==> config.mk <==
export PLATFORM = sky130hd
export DESIGN_NAME = utc_date_to_epoch_seconds_top
export DESIGN_NICKNAME = d
export VERILOG_FILES = /design/src/sv/utce_pkg.sv /design/src/sv/utce_pipe_ctl.sv /design/src/sv/utc_date_to_epoch_seconds_top.sv
export VERILOG_INCLUDE_DIRS = /design/src /design/src/sv
export SDC_FILE = /design/constraint.sdc
export NUM_CORES = 1
export LEC_CHECK = 0
export BUFFER_PORTS_ARGS = -buffer_cell sky130_fd_sc_hd__buf_2
export CORE_MARGIN = 2
export CORE_UTILIZATION = 25
export DETAILED_ROUTE_END_ITERATION = 6
export PLACE_DENSITY_LB_ADDON = 0.05
export SLEW_MARGIN = 0
export SYNTH_ARGS = -nofsm -noshare
export SYNTH_HDL_FRONTEND = slang
export SYNTH_HIERARCHICAL = 1
export SYNTH_SLANG_ARGS = --single-unit
==> constraint.sdc <==
create_clock -name clk -period 15.4 [get_ports clk]
set_input_delay 0 -clock clk [delete_from_list [all_inputs] [get_ports clk]]
set_output_delay 0 -clock clk [all_outputs]
set_load 0.02 [all_outputs]
==> src/sv/utc_date_to_epoch_seconds_top_defines.svh <==
// assertion macros for the date to epoch seconds block
// expects clk and rst_n in the scope where a macro is used
`ifndef UTC_DATE_TO_EPOCH_SECONDS_TOP_DEFINES_SVH
`define UTC_DATE_TO_EPOCH_SECONDS_TOP_DEFINES_SVH

// same-cycle implication
`define UTCE_ASSERT_IMP(lbl, ante, cons, msg) \
    lbl: assert property (@(posedge clk) disable iff (!rst_n) (ante) |-> (cons)) \
        else $error(msg);

// next-cycle implication
`define UTCE_ASSERT_NXT(lbl, ante, cons, msg) \
    lbl: assert property (@(posedge clk) disable iff (!rst_n) (ante) |=> (cons)) \
        else $error(msg);

`endif

==> src/sv/utce_pkg.sv <==
// shared types, constants and the month table for the date to epoch seconds block
// no dependencies
`timescale 1ns / 1ps
`default_nettype none

package utce_pkg;

    localparam int YEAR_W   = 12;
    localparam int MONTH_W  = 4;
    localparam int DAY_W    = 5;
    localparam int HOUR_W   = 5;
    localparam int MINUTE_W = 6;
    localparam int SECOND_W = 6;
    localparam int SECS_W   = 37;
    localparam int DAYS_W   = 20;
    localparam int HMS_W    = 17;
    localparam int Q100_W   = 6;
    localparam int MSTART_W = 9;

    localparam int S_DATA_W = 40;
    localparam int M_DATA_W = 40;
    localparam int M_USER_W = 1;

    localparam int NUM_STAGES = 4;

    localparam int YEAR_LO   = 0;
    localparam int MONTH_LO  = YEAR_LO + YEAR_W;
    localparam int DAY_LO    = MONTH_LO + MONTH_W;
    localparam int HOUR_LO   = DAY_LO + DAY_W;
    localparam int MINUTE_LO = HOUR_LO + HOUR_W;
    localparam int SECOND_LO = MINUTE_LO + MINUTE_W;

    localparam logic [YEAR_W-1:0] EPOCH_YEAR = 12'd1970;

    // floor(n / 100) = (n * 5243) >> 19 for n below 4096
    localparam int DIV100_MUL_W = 13;
    localparam int DIV100_PROD_W = YEAR_W + DIV100_MUL_W;
    localparam logic [DIV100_MUL_W-1:0] DIV100_MUL = 13'd5243;
    localparam int DIV100_SHIFT = 19;
    localparam logic [DIV100_MUL_W-1:0] CENTURY = 13'd100;

    // leap years in 1..1969
    localparam logic [DAYS_W-1:0] LEAPS_BEFORE_EPOCH = 20'd477;
    localparam logic [DAYS_W-1:0] DAYS_PER_YEAR      = 20'd365;

    localparam logic [SECS_W-1:0] SECS_PER_DAY  = 37'd86400;
    localparam logic [HMS_W-1:0]  SECS_PER_HOUR = 17'd3600;
    localparam logic [HMS_W-1:0]  SECS_PER_MIN  = 17'd60;

    localparam logic [MONTH_W-1:0] MONTH_JAN = 4'd1;
    localparam logic [MONTH_W-1:0] MONTH_FEB = 4'd2;
    localparam logic [MONTH_W-1:0] MONTH_MAR = 4'd3;
    localparam logic [MONTH_W-1:0] MONTH_APR = 4'd4;
    localparam logic [MONTH_W-1:0] MONTH_MAY = 4'd5;
    localparam logic [MONTH_W-1:0] MONTH_JUN = 4'd6;
    localparam logic [MONTH_W-1:0] MONTH_JUL = 4'd7;
    localparam logic [MONTH_W-1:0] MONTH_AUG = 4'd8;
    localparam logic [MONTH_W-1:0] MONTH_SEP = 4'd9;
    localparam logic [MONTH_W-1:0] MONTH_OCT = 4'd10;
    localparam logic [MONTH_W-1:0] MONTH_NOV = 4'd11;
    localparam logic [MONTH_W-1:0] MONTH_DEC = 4'd12;

    typedef struct packed {
        logic [NUM_STAGES-1:0] load;
        logic [NUM_STAGES-1:0] valid;
    } pipe_ctl_t;

    // days before the first of the month in a common year
    function automatic logic [MSTART_W-1:0] month_start(input logic [MONTH_W-1:0] m);
        logic [MSTART_W-1:0] d;
        case (m)
            MONTH_JAN: d = 9'd0;
            MONTH_FEB: d = 9'd31;
            MONTH_MAR: d = 9'd59;
            MONTH_APR: d = 9'd90;
            MONTH_MAY: d = 9'd120;
            MONTH_JUN: d = 9'd151;
            MONTH_JUL: d = 9'd181;
            MONTH_AUG: d = 9'd212;
            MONTH_SEP: d = 9'd243;
            MONTH_OCT: d = 9'd273;
            MONTH_NOV: d = 9'd304;
            MONTH_DEC: d = 9'd334;
            default:   d = 9'd0;
        endcase
        return d;
    endfunction

endpackage

`default_nettype wire

==> src/sv/utce_pipe_ctl.sv <==
// valid bits and per-stage load enables for the conversion pipeline
// depends on utce_pkg
`timescale 1ns / 1ps
`default_nettype none

module utce_pipe_ctl (
    input  wire logic               clk,
    input  wire logic               rst_n,
    input  wire logic               in_valid,
    input  wire logic               out_ready,
    output utce_pkg::pipe_ctl_t     ctl
);
    import utce_pkg::*;

    logic [NUM_STAGES-1:0] valid_reg;
    logic [NUM_STAGES-1:0] valid_next;
    logic [NUM_STAGES-1:0] load;

    // a stage loads when empty or when the stage after it moves
    always_comb
    begin
        load[NUM_STAGES-1] = !valid_reg[NUM_STAGES-1] || out_ready;
        for (int i = NUM_STAGES - 2; i >= 0; i--)
        begin
            load[i] = !valid_reg[i] || load[i+1];
        end
    end

    always_comb
    begin
        valid_next[0] = load[0] ? in_valid : valid_reg[0];
        for (int i = 1; i < NUM_STAGES; i++)
        begin
            valid_next[i] = load[i] ? valid_reg[i-1] : valid_reg[i];
        end
    end

    always_ff @(posedge clk or negedge rst_n)
    begin
        if (!rst_n)
        begin
            valid_reg <= '0;
        end
        else
        begin
            valid_reg <= valid_next;
        end
    end

    assign ctl.load  = load;
    assign ctl.valid = valid_reg;

endmodule

`default_nettype wire

==> src/sv/utc_date_to_epoch_seconds_top.sv <==
// Converts a UTC calendar date and time to seconds since 1970-01-01 00:00:00.
// Four register stages: input split with the divide-by-100 reciprocal
// multiplies, leap and day count, days times 86400, final add and mask.
// One word per clock is accepted while the output is not stalled; each result
// passes through the stage registers in order to the output, and the pipeline holds
// without loss while the output is stalled.
// Years below 1970, month 0 or above 12, or day 0 flag invalid with zero
// seconds; day, hour, minute and second are added without upper bound checks.
// depends on utce_pkg, utce_pipe_ctl and utc_date_to_epoch_seconds_top_defines.svh
`timescale 1ns / 1ps
`default_nettype none

`include "utc_date_to_epoch_seconds_top_defines.svh"

module utc_date_to_epoch_seconds_top (
    input  wire logic                          clk,
    input  wire logic                          rst_n,
    input  wire logic                          s_axis_tvalid,
    output logic                               s_axis_tready,
    // year[11:0], month[15:12], day[20:16], hour[25:21], minute[31:26],
    // second[37:32], zero pad
    input  wire logic [utce_pkg::S_DATA_W-1:0] s_axis_tdata,
    output logic                               m_axis_tvalid,
    input  wire logic                          m_axis_tready,
    // seconds[36:0], zero pad
    output logic [utce_pkg::M_DATA_W-1:0]      m_axis_tdata,
    // invalid[0]
    output logic [utce_pkg::M_USER_W-1:0]      m_axis_tuser
);
    import utce_pkg::*;

    pipe_ctl_t ctl;

    utce_pipe_ctl u_ctl (
        .clk       (clk),
        .rst_n     (rst_n),
        .in_valid  (s_axis_tvalid),
        .out_ready (m_axis_tready),
        .ctl       (ctl)
    );

    // stage 1: split fields, range check, divide by 100
    logic [YEAR_W-1:0]        year_in;
    logic [MONTH_W-1:0]       month_in;
    logic [DAY_W-1:0]         day_in;
    logic [YEAR_W-1:0]        yearm1_in;
    logic [DIV100_PROD_W-1:0] prod_n;
    logic [DIV100_PROD_W-1:0] prod_y;
    logic                     inv_in;

    assign year_in   = s_axis_tdata[YEAR_LO +: YEAR_W];
    assign month_in  = s_axis_tdata[MONTH_LO +: MONTH_W];
    assign day_in    = s_axis_tdata[DAY_LO +: DAY_W];
    assign yearm1_in = year_in - 12'd1;
    assign prod_n    = {{DIV100_MUL_W{1'b0}}, yearm1_in} * {{YEAR_W{1'b0}}, DIV100_MUL};
    assign prod_y    = {{DIV100_MUL_W{1'b0}}, year_in} * {{YEAR_W{1'b0}}, DIV100_MUL};
    assign inv_in    = (year_in < EPOCH_YEAR) || (month_in < MONTH_JAN)
                    || (month_in > MONTH_DEC) || (day_in == '0);

    logic                inv1_reg;
    logic [YEAR_W-1:0]   year1_reg;
    logic [MONTH_W-1:0]  month1_reg;
    logic [DAY_W-1:0]    day1_reg;
    logic [HOUR_W-1:0]   hour1_reg;
    logic [MINUTE_W-1:0] minute1_reg;
    logic [SECOND_W-1:0] second1_reg;
    logic [Q100_W-1:0]   q100n1_reg;
    logic [Q100_W-1:0]   q100y1_reg;

    always_ff @(posedge clk)
    begin
        if (ctl.load[0])
        begin
            inv1_reg    <= inv_in;
            year1_reg   <= year_in;
            month1_reg  <= month_in;
            day1_reg    <= day_in;
            hour1_reg   <= s_axis_tdata[HOUR_LO +: HOUR_W];
            minute1_reg <= s_axis_tdata[MINUTE_LO +: MINUTE_W];
            second1_reg <= s_axis_tdata[SECOND_LO +: SECOND_W];
            q100n1_reg  <= prod_n[DIV100_SHIFT +: Q100_W];
            q100y1_reg  <= prod_y[DIV100_SHIFT +: Q100_W];
        end
    end

    // stage 2: leap year, leap count, day count, time of day
    logic [DIV100_MUL_W-1:0] hundreds;
    logic                    cent;
    logic                    leap;
    logic [YEAR_W-1:0]       yearm1_1;
    logic [YEAR_W-1:0]       yoff;
    logic [DAYS_W-1:0]       days_next;
    logic [HMS_W-1:0]        hms_next;

    assign hundreds = {{(DIV100_MUL_W-Q100_W){1'b0}}, q100y1_reg} * CENTURY;
    assign cent     = ({{(DIV100_MUL_W-YEAR_W){1'b0}}, year1_reg} == hundreds);
    assign leap     = ((year1_reg[1:0] == 2'b00) && !cent)
                   || (cent && (q100y1_reg[1:0] == 2'b00));
    assign yearm1_1 = year1_reg - 12'd1;
    assign yoff     = year1_reg - EPOCH_YEAR;

    always_comb
    begin
        days_next = {{(DAYS_W-YEAR_W){1'b0}}, yoff} * DAYS_PER_YEAR
                  + {{(DAYS_W-YEAR_W+2){1'b0}}, yearm1_1[YEAR_W-1:2]}
                  - {{(DAYS_W-Q100_W){1'b0}}, q100n1_reg}
                  + {{(DAYS_W-Q100_W+2){1'b0}}, q100n1_reg[Q100_W-1:2]}
                  - LEAPS_BEFORE_EPOCH
                  + {{(DAYS_W-MSTART_W){1'b0}}, month_start(month1_reg)}
                  + {{(DAYS_W-1){1'b0}}, (leap && (month1_reg > MONTH_FEB))}
                  + {{(DAYS_W-DAY_W){1'b0}}, day1_reg}
                  - 20'd1;
        hms_next  = {{(HMS_W-HOUR_W){1'b0}}, hour1_reg} * SECS_PER_HOUR
                  + {{(HMS_W-MINUTE_W){1'b0}}, minute1_reg} * SECS_PER_MIN
                  + {{(HMS_W-SECOND_W){1'b0}}, second1_reg};
    end

    logic              inv2_reg;
    logic [DAYS_W-1:0] days2_reg;
    logic [HMS_W-1:0]  hms2_reg;

    always_ff @(posedge clk)
    begin
        if (ctl.load[1])
        begin
            inv2_reg  <= inv1_reg;
            days2_reg <= days_next;
            hms2_reg  <= hms_next;
        end
    end

    // stage 3: days to seconds
    logic              inv3_reg;
    logic [SECS_W-1:0] dsec3_reg;
    logic [HMS_W-1:0]  hms3_reg;

    always_ff @(posedge clk)
    begin
        if (ctl.load[2])
        begin
            inv3_reg  <= inv2_reg;
            dsec3_reg <= {{(SECS_W-DAYS_W){1'b0}}, days2_reg} * SECS_PER_DAY;
            hms3_reg  <= hms2_reg;
        end
    end

    // stage 4: final sum, zeroed for invalid words, into the output register
    logic              inv4_reg;
    logic [SECS_W-1:0] secs4_reg;
    logic [SECS_W-1:0] secs_next;

    assign secs_next = inv3_reg ? '0 : dsec3_reg + {{(SECS_W-HMS_W){1'b0}}, hms3_reg};

    always_ff @(posedge clk)
    begin
        if (ctl.load[3])
        begin
            inv4_reg  <= inv3_reg;
            secs4_reg <= secs_next;
        end
    end

    assign s_axis_tready = ctl.load[0];
    assign m_axis_tvalid = ctl.valid[NUM_STAGES-1];
    assign m_axis_tdata  = {{(M_DATA_W-SECS_W){1'b0}}, secs4_reg};
    assign m_axis_tuser  = inv4_reg;

    `UTCE_ASSERT_IMP(a_invalid_zero, m_axis_tvalid && m_axis_tuser[0], m_axis_tdata == '0,
        "invalid word carries nonzero seconds")
    `UTCE_ASSERT_IMP(a_ready_when_empty, !ctl.valid[0], s_axis_tready,
        "input not ready with first stage empty")
    `UTCE_ASSERT_NXT(a_accept_fills, s_axis_tvalid && s_axis_tready, ctl.valid[0],
        "accepted word not in first stage")
    `UTCE_ASSERT_NXT(a_early_year, s_axis_tvalid && s_axis_tready
        && (s_axis_tdata[YEAR_LO +: YEAR_W] < EPOCH_YEAR), inv1_reg,
        "year before epoch not flagged")

endmodule

`default_nettype wire
======== Yosys cells after proc, flatten, opt, wreduce, memory -nomap -nowiden ========
Memory sizes are Yosys's and may differ from the RTL's. A register that Yosys moved wholly into a read port is not among the register bits.
Index checks and enable logic that the tools add are counted.
storage, ports and cells
  register bits after elaboration ......... 179
  ROM bits ................................ 144
  input port bits ......................... 44
  output and inout bits ................... 43
  word-level logic and storage cells ...... 68
  memories kept ........................... 1
memory list
  memory            words  bits a word  read ports  clocked after Yosys merged registers in  wr ports  line            source
  (name not given)  16     9            1           1                                        0         utce_pkg.sv:71  case (m)
operators by class
  add/sub/neg operators ................... 14
  $mul .................................... 7
  order comparisons ....................... 4
  equal/unequal tests ..................... 1
  mux-type cells .......................... 1
  reductions and logical operators ........ 19
operators with widths
  operator                                                                        count
  12-bit by 13-bit multiplier with 25-bit output, second input constant           2
  37-bit by 17-bit adder with 37-bit output                                       1
  20-bit by 10-bit multiplier with 30-bit output, second input constant           1
  12-bit by 1-bit subtractor with 12-bit output, second input constant            2
  20-bit by 1-bit adder with 20-bit output                                        1
  20-bit by 10-bit adder with 20-bit output                                       1
  20-bit by 4-bit adder with 20-bit output                                        1
  20-bit by 5-bit adder with 20-bit output                                        1
  20-bit by 9-bit adder with 20-bit output                                        1
  12-bit by 9-bit multiplier with 20-bit output, second input constant            1
  20-bit by 1-bit subtractor with 20-bit output, second input constant            1
  20-bit by 6-bit subtractor with 20-bit output                                   1
  20-bit by 9-bit subtractor with 20-bit output, second input constant            1
  17-bit by 12-bit adder with 17-bit output                                       1
  17-bit by 6-bit adder with 17-bit output                                        1
  12-bit by 13-bit == test with 1-bit output                                      1
  5-bit by 8-bit multiplier with 13-bit output, second input constant             1
  12-bit by 11-bit less-than comparator with 1-bit output, second input constant  1
  12-bit by 11-bit subtractor with 12-bit output, second input constant           1
  6-bit by 5-bit multiplier with 11-bit output, second input constant             1
  6-bit by 4-bit multiplier with 10-bit output, second input constant             1
  1-bit logical OR                                                                8
  1-bit zero test                                                                 5
  5-bit zero test                                                                 1
  other kinds (6)                                                                 9

======== Longest topological paths before layout ========
  depth after elaboration ................. 10
  mapped depth ............................ 28
  mapped depth without buffers ............ 28

======== Hierarchy ========
The synthesis kept the hierarchy.
by module, submodules not included
  module                         instances  cells an instance  area an instance (um^2)  sequential area each (um^2)
  utc_date_to_epoch_seconds_top  1          2080               21887.2                  5435.2
  utce_pipe_ctl                  1          13                 168.9                    100.1

======== Least setup slack after synthesis ========
OpenSTA, ideal clock, no wires.
  kind .................................... reg-to-reg
  from .................................... register year1_reg[1]
  to ...................................... register days2_reg[13], data pin
  library setup time ...................... 0.266 ns
  arrival ................................. 5.740 ns
  required time ........................... 15.134 ns
  slack ................................... 9.394 ns
  stages on the path, launching flop included .. 24
  path buffers ............................ 0
  clock period less this slack ............ 6.006 ns
  cell sequence ........................... edfxtp_1 inv_1 ha_1 xor2_1 inv_1 fa_1 fa_1 inv_1 ha_1 inv_1 fa_1 fa_1 inv_1 fa_1 ha_1 nor2b_1 o21ai_0 a21boi_1 o21ai_0 a21boi_0 o21ai_1 a21oi_1 o41ai_1 xnor2_1
between the ends
  longest elaborated chain between the ends .. 10
  elaborated cells on any way between the ends .. 18
  classes of those cells .................. add/sub (10); mul (1); eq/ne (1); reduce/logical (6)
RTL lines
  what                                               line                                  source
  from (decl)                                        utc_date_to_epoch_seconds_top.sv:61   logic [YEAR_W-1:0] year1_reg;
  from (signal assigned)                             utc_date_to_epoch_seconds_top.sv:75   year1_reg <= year_in;
  12-bit by 11-bit subtractor with 12-bit output     utc_date_to_epoch_seconds_top.sv:100  assign yoff = year1_reg - EPOCH_YEAR;
  12-bit by 9-bit multiplier with 20-bit output      utc_date_to_epoch_seconds_top.sv:104  days_next = {{(DAYS_W-YEAR_W){1'b0}}, yoff} * DAYS_PER_YEAR
  20-bit by 10-bit adder with 20-bit output          utc_date_to_epoch_seconds_top.sv:105  + {{(DAYS_W-YEAR_W+2){1'b0}}, yearm1_1[YEAR_W-1:2]}
  20-bit by 6-bit subtractor with 20-bit output      utc_date_to_epoch_seconds_top.sv:106  - {{(DAYS_W-Q100_W){1'b0}}, q100n1_reg}
  20-bit by 4-bit adder with 20-bit output           utc_date_to_epoch_seconds_top.sv:107  + {{(DAYS_W-Q100_W+2){1'b0}}, q100n1_reg[Q100_W-1:2]}
  20-bit by 9-bit subtractor with 20-bit output      utc_date_to_epoch_seconds_top.sv:108  - LEAPS_BEFORE_EPOCH
  20-bit by 9-bit adder with 20-bit output           utc_date_to_epoch_seconds_top.sv:109  + {{(DAYS_W-MSTART_W){1'b0}}, month_start(month1_reg)}
  20-bit by 1-bit adder with 20-bit output (*)       utc_date_to_epoch_seconds_top.sv:110  + {{(DAYS_W-1){1'b0}}, (leap && (month1_reg > MONTH_FEB))}
  20-bit by 5-bit adder with 20-bit output (*)       utc_date_to_epoch_seconds_top.sv:111  + {{(DAYS_W-DAY_W){1'b0}}, day1_reg}
  20-bit by 1-bit subtractor with 20-bit output (*)  utc_date_to_epoch_seconds_top.sv:112  - 20'd1;
  named net days_next[13]                            utc_date_to_epoch_seconds_top.sv:92   logic [DAYS_W-1:0] days_next;
  to (signal assigned)                               utc_date_to_epoch_seconds_top.sv:127  days2_reg <= days_next;
  to (decl)                                          utc_date_to_epoch_seconds_top.sv:119  logic [DAYS_W-1:0] days2_reg;
Mark *: on every way through the listed nets, which the timed path passes. The rest lies on a longest branch.
A chain may end at the register's enable or synchronous reset.

======== Worst setup path in the final report ========
Same ends and word-level chain as after synthesis.

==> results.py <==
metrics = {
    "run_status": {
        "outcome": "finished clean",
    },
    "drt": {
        "wirelength_mm": 49.9,
        "via_per_inst": 4.09,
        "routedWlPerCell_um": 14.7,
        "drt_iter0_drc": 410,
        "num_vias": 13869,
        "first_pass_iters": 5,
        "drc_errors": 0,
        "antenna_left": 0,
    },
    "critical_path": {
        "critical_path.startpoint": "year1_reg[1]$_DFFE_PP_",
        "critPathKind": "reg2reg",
        "crit_arrival_ns": 7.12,
        "crit_path_max_fanout": 6,
        "worstPathRequired_ns": 15.63,
        "worstPathCellList": "inv_1, ha_1, xor2_1, inv_1, fa_1, fa_1, inv_1, ha_1, inv_1, fa_1, fa_1, inv_1, fa_1, ha_1, nor2b_1, o21ai_0, a21boi_1, o21ai_0, a21boi_0, o21ai_1, a21oi_1, o41ai_1, xnor2_1",
        "cp-start-kind": "flop",
        "critPathSlowestCell": "edfxtp_1",
        "cp_slowest_stage_delay_ns": 0.54,
        "timing.rr.start": "year1_reg[1]$_DFFE_PP_",
        "worstSetupEndpointType": "flop",
    },
    "timing": {
        "rsz0062_at_grt": "false",
        "worst_pin_slew_ns": 1.07,
        "drv_slew": 0,
        "period_minus_slack_ns": 6.89,
        "final_hold_viol_count": 0,
        "max_slew_margin_pct": 28.6,
        "setup-tns-final_ns": 0,
        "skew_ns": 0.0149,
        "setup_violations": 0,
        "period_share_pct": 44.8,
        "fmax_mhz": 145,
    },
    "floorplanning": {
        "io_pins": 87,
        "chipHeight_um": 301,
        "core-area_um2": 87200,
        "dieArea_um2": 90600,
        "rows": 108,
        "die_width_um": 301,
        "start_util_pct": 25.3,
    },
    "place": {
        "routabilityCongestion": 0.759,
        "io_buffers": 81,
        "post-dp-hpwl_mm": 42.6,
    },
    "synth": {
        "synthCells": 2093,
        "yosysWarnings": 6,
        "yosysMostFrequentCell": "inv_1",
        "syn_area_per_cell_um2": 10.5,
        "synth_mux_area_share_pct": 1.13,
        "synth_top_family_by_area": "adder cells",
        "synth-edff-count": 175,
        "synthTopCellsByArea": "ha_1 25%, edfxtp_1 24%, fa_1 20%",
        "yosys.area_share.adder_pct": 45.3,
        "synth_area_um2": 22100,
        "synthFlopType": "edfxtp_1",
        "synth_compound_area_share_pct": 8.04,
        "synth_common_cells": "510 x inv_1, 449 x ha_1, 218 x fa_1",
        "synth_cell_types": 73,
        "seq_area_frac_synth_pct": 25.1,
        "ys_ff_latch": 188,
        "yosys.area.top_type_share_pct": 25.5,
        "synth-simple-area-share_pct": 6.11,
        "yosysTopAreaCell": "ha_1",
        "post_synth_xor_area_fraction_pct": 5.16,
        "async_flop_share_pct": 2.13,
    },
    "layout": {
        "largest_reg_flops": 37,
        "insertedDiodeCount": 0,
        "drive_above_1_share_pct": 6.23,
        "syn_to_final_growth_pct": 12.8,
        "final_nets": 2930,
        "fill_cells": 9191,
    },
    "grt": {
        "grt_pass1_vias": 15089,
        "gr-total-overflow": 0,
        "track_usage_pct": 11.7,
        "grt_first_pass_wirelength_mm": 82.4,
        "grt_max_degree": 58,
        "antenna_found_initial": 2,
    },
    "clocking": {
        "clk-insertion-delay-late_ns": 0.49,
        "path_clk_slew_ns": 0.08,
        "cts_root_buffer": "clkbuf_16",
        "h-tree-depth": 4,
        "cts_buffers": 17,
        "clock_path_buffers": 2,
        "cts_sinks": 188,
        "cts_tree": "done",
    },
    "worst_hold_path": {
        "hp-start": "s_axis_tdata[34]",
        "hp-class": "in2reg",
    },
    "flow_run": {
        "max_cap_violations": 0,
    },
}
placed cells by master, fill, tap and decap left out, drive strengths merged, types with 18 or more instances in the layout:
cell	netlist	routed
inv	511	517
ha	449	449
fa	218	218
edfxtp	175	175
a21oi	94	94
xnor2	90	90
buf	8	87
nor2	79	79
nand2	60	60
o21ai	56	56
dlygate4sd3	0	43
xor2	39	39
a21o	33	33
nor2b	30	30
nor3	25	25
clkbuf	17	18
kinds of logic after synthesis:
logic type / after synthesis
other cells: 1
mux: 23
fa+ha+maj: 667
simple gates: 274
buf+inv: 536
xor+xnor: 129
compound gates: 275
flops: 188
final timing paths:
| path | endpoint | slack [ns] | depth (start not counted) |
|---|---|---|---|
| setup / recovery | days2_reg[13]$_DFFE_PP_ | 8.51 | 23 |
| hold / removal | second1_reg[2]$_DFFE_PP_ | 0.22 | 2 |
| setup reg to reg | days2_reg[13]$_DFFE_PP_ | 8.51 | 23 |
| hold reg to reg | hms3_reg[1]$_DFFE_PP_ | 0.42 | 0 |
| max in group asynchronous | u_ctl/valid_reg[2]$_DFFE_PN0P_ | 14.76 | 3 |
| min in group asynchronous | u_ctl/valid_reg[0]$_DFFE_PN0P_ | 0.47 | 3 |
metrics by stage:
| step | instance area (um2) | hold slack, ns | utilization, % | cells | worst slack [ns] |
|---|---|---|---|---|---|
| finish | 24900 | 0.220 | 28.6 | 3387 | 8.51 |
| CTS | 24900 | 0.165 | 28.6 | 3387 | 8.44 |
| global route | 24900 | 0.196 | 28.6 | 3387 | 8.04 |
| floorplan | 22100 | -0.296 | - | 2095 | 9.39 |
| global placement | 23900 | -0.189 | 27.4 | 3312 | 8.45 |
| detailed placement | 23900 | -0.189 | 27.4 | 3312 | 8.45 |
layer usage:
layer | global-route usage [%] | part of all wire [%]
met5 | 0 | 0
met4 | 2.76 | 1.2
met3 | 1.56 | 1.7
met2 | 20.5 | 49
met1 | 15.1 | 48
worst max-delay path, delay by kind of cell, from the launching register on:
family	cells	cell delay, ns
flops	1	0.54
simple gates	1	0.14
xor+xnor	2	0.39
fa+ha+maj	8	3.35
compound gates	7	1.62
buf+inv	5	0.59
final cells by class:
type | count | area [um2] | share of cell area (%)
Clock inverter | 14 | 174 | 0.699
Tap cell | 1155 | 1450 | 5.81
Multi-Input combinational cell | 1371 | 14500 | 58.3
Sequential cell | 188 | 5540 | 22.2
Inverter | 511 | 1920 | 7.71
Clock buffer | 18 | 429 | 1.72
Timing Repair Buffer | 130 | 881 | 3.54
timing repair:
action                    4_1_cts  5_1_grt
hold endpoints to repair       47        0
gates resized for setup         0        0
setup buffers                   0        0
hold buffers                   43        0
Power is not shown: default switching activity piles up to over one toggle a cycle in this logic, so the estimate is an artifact.
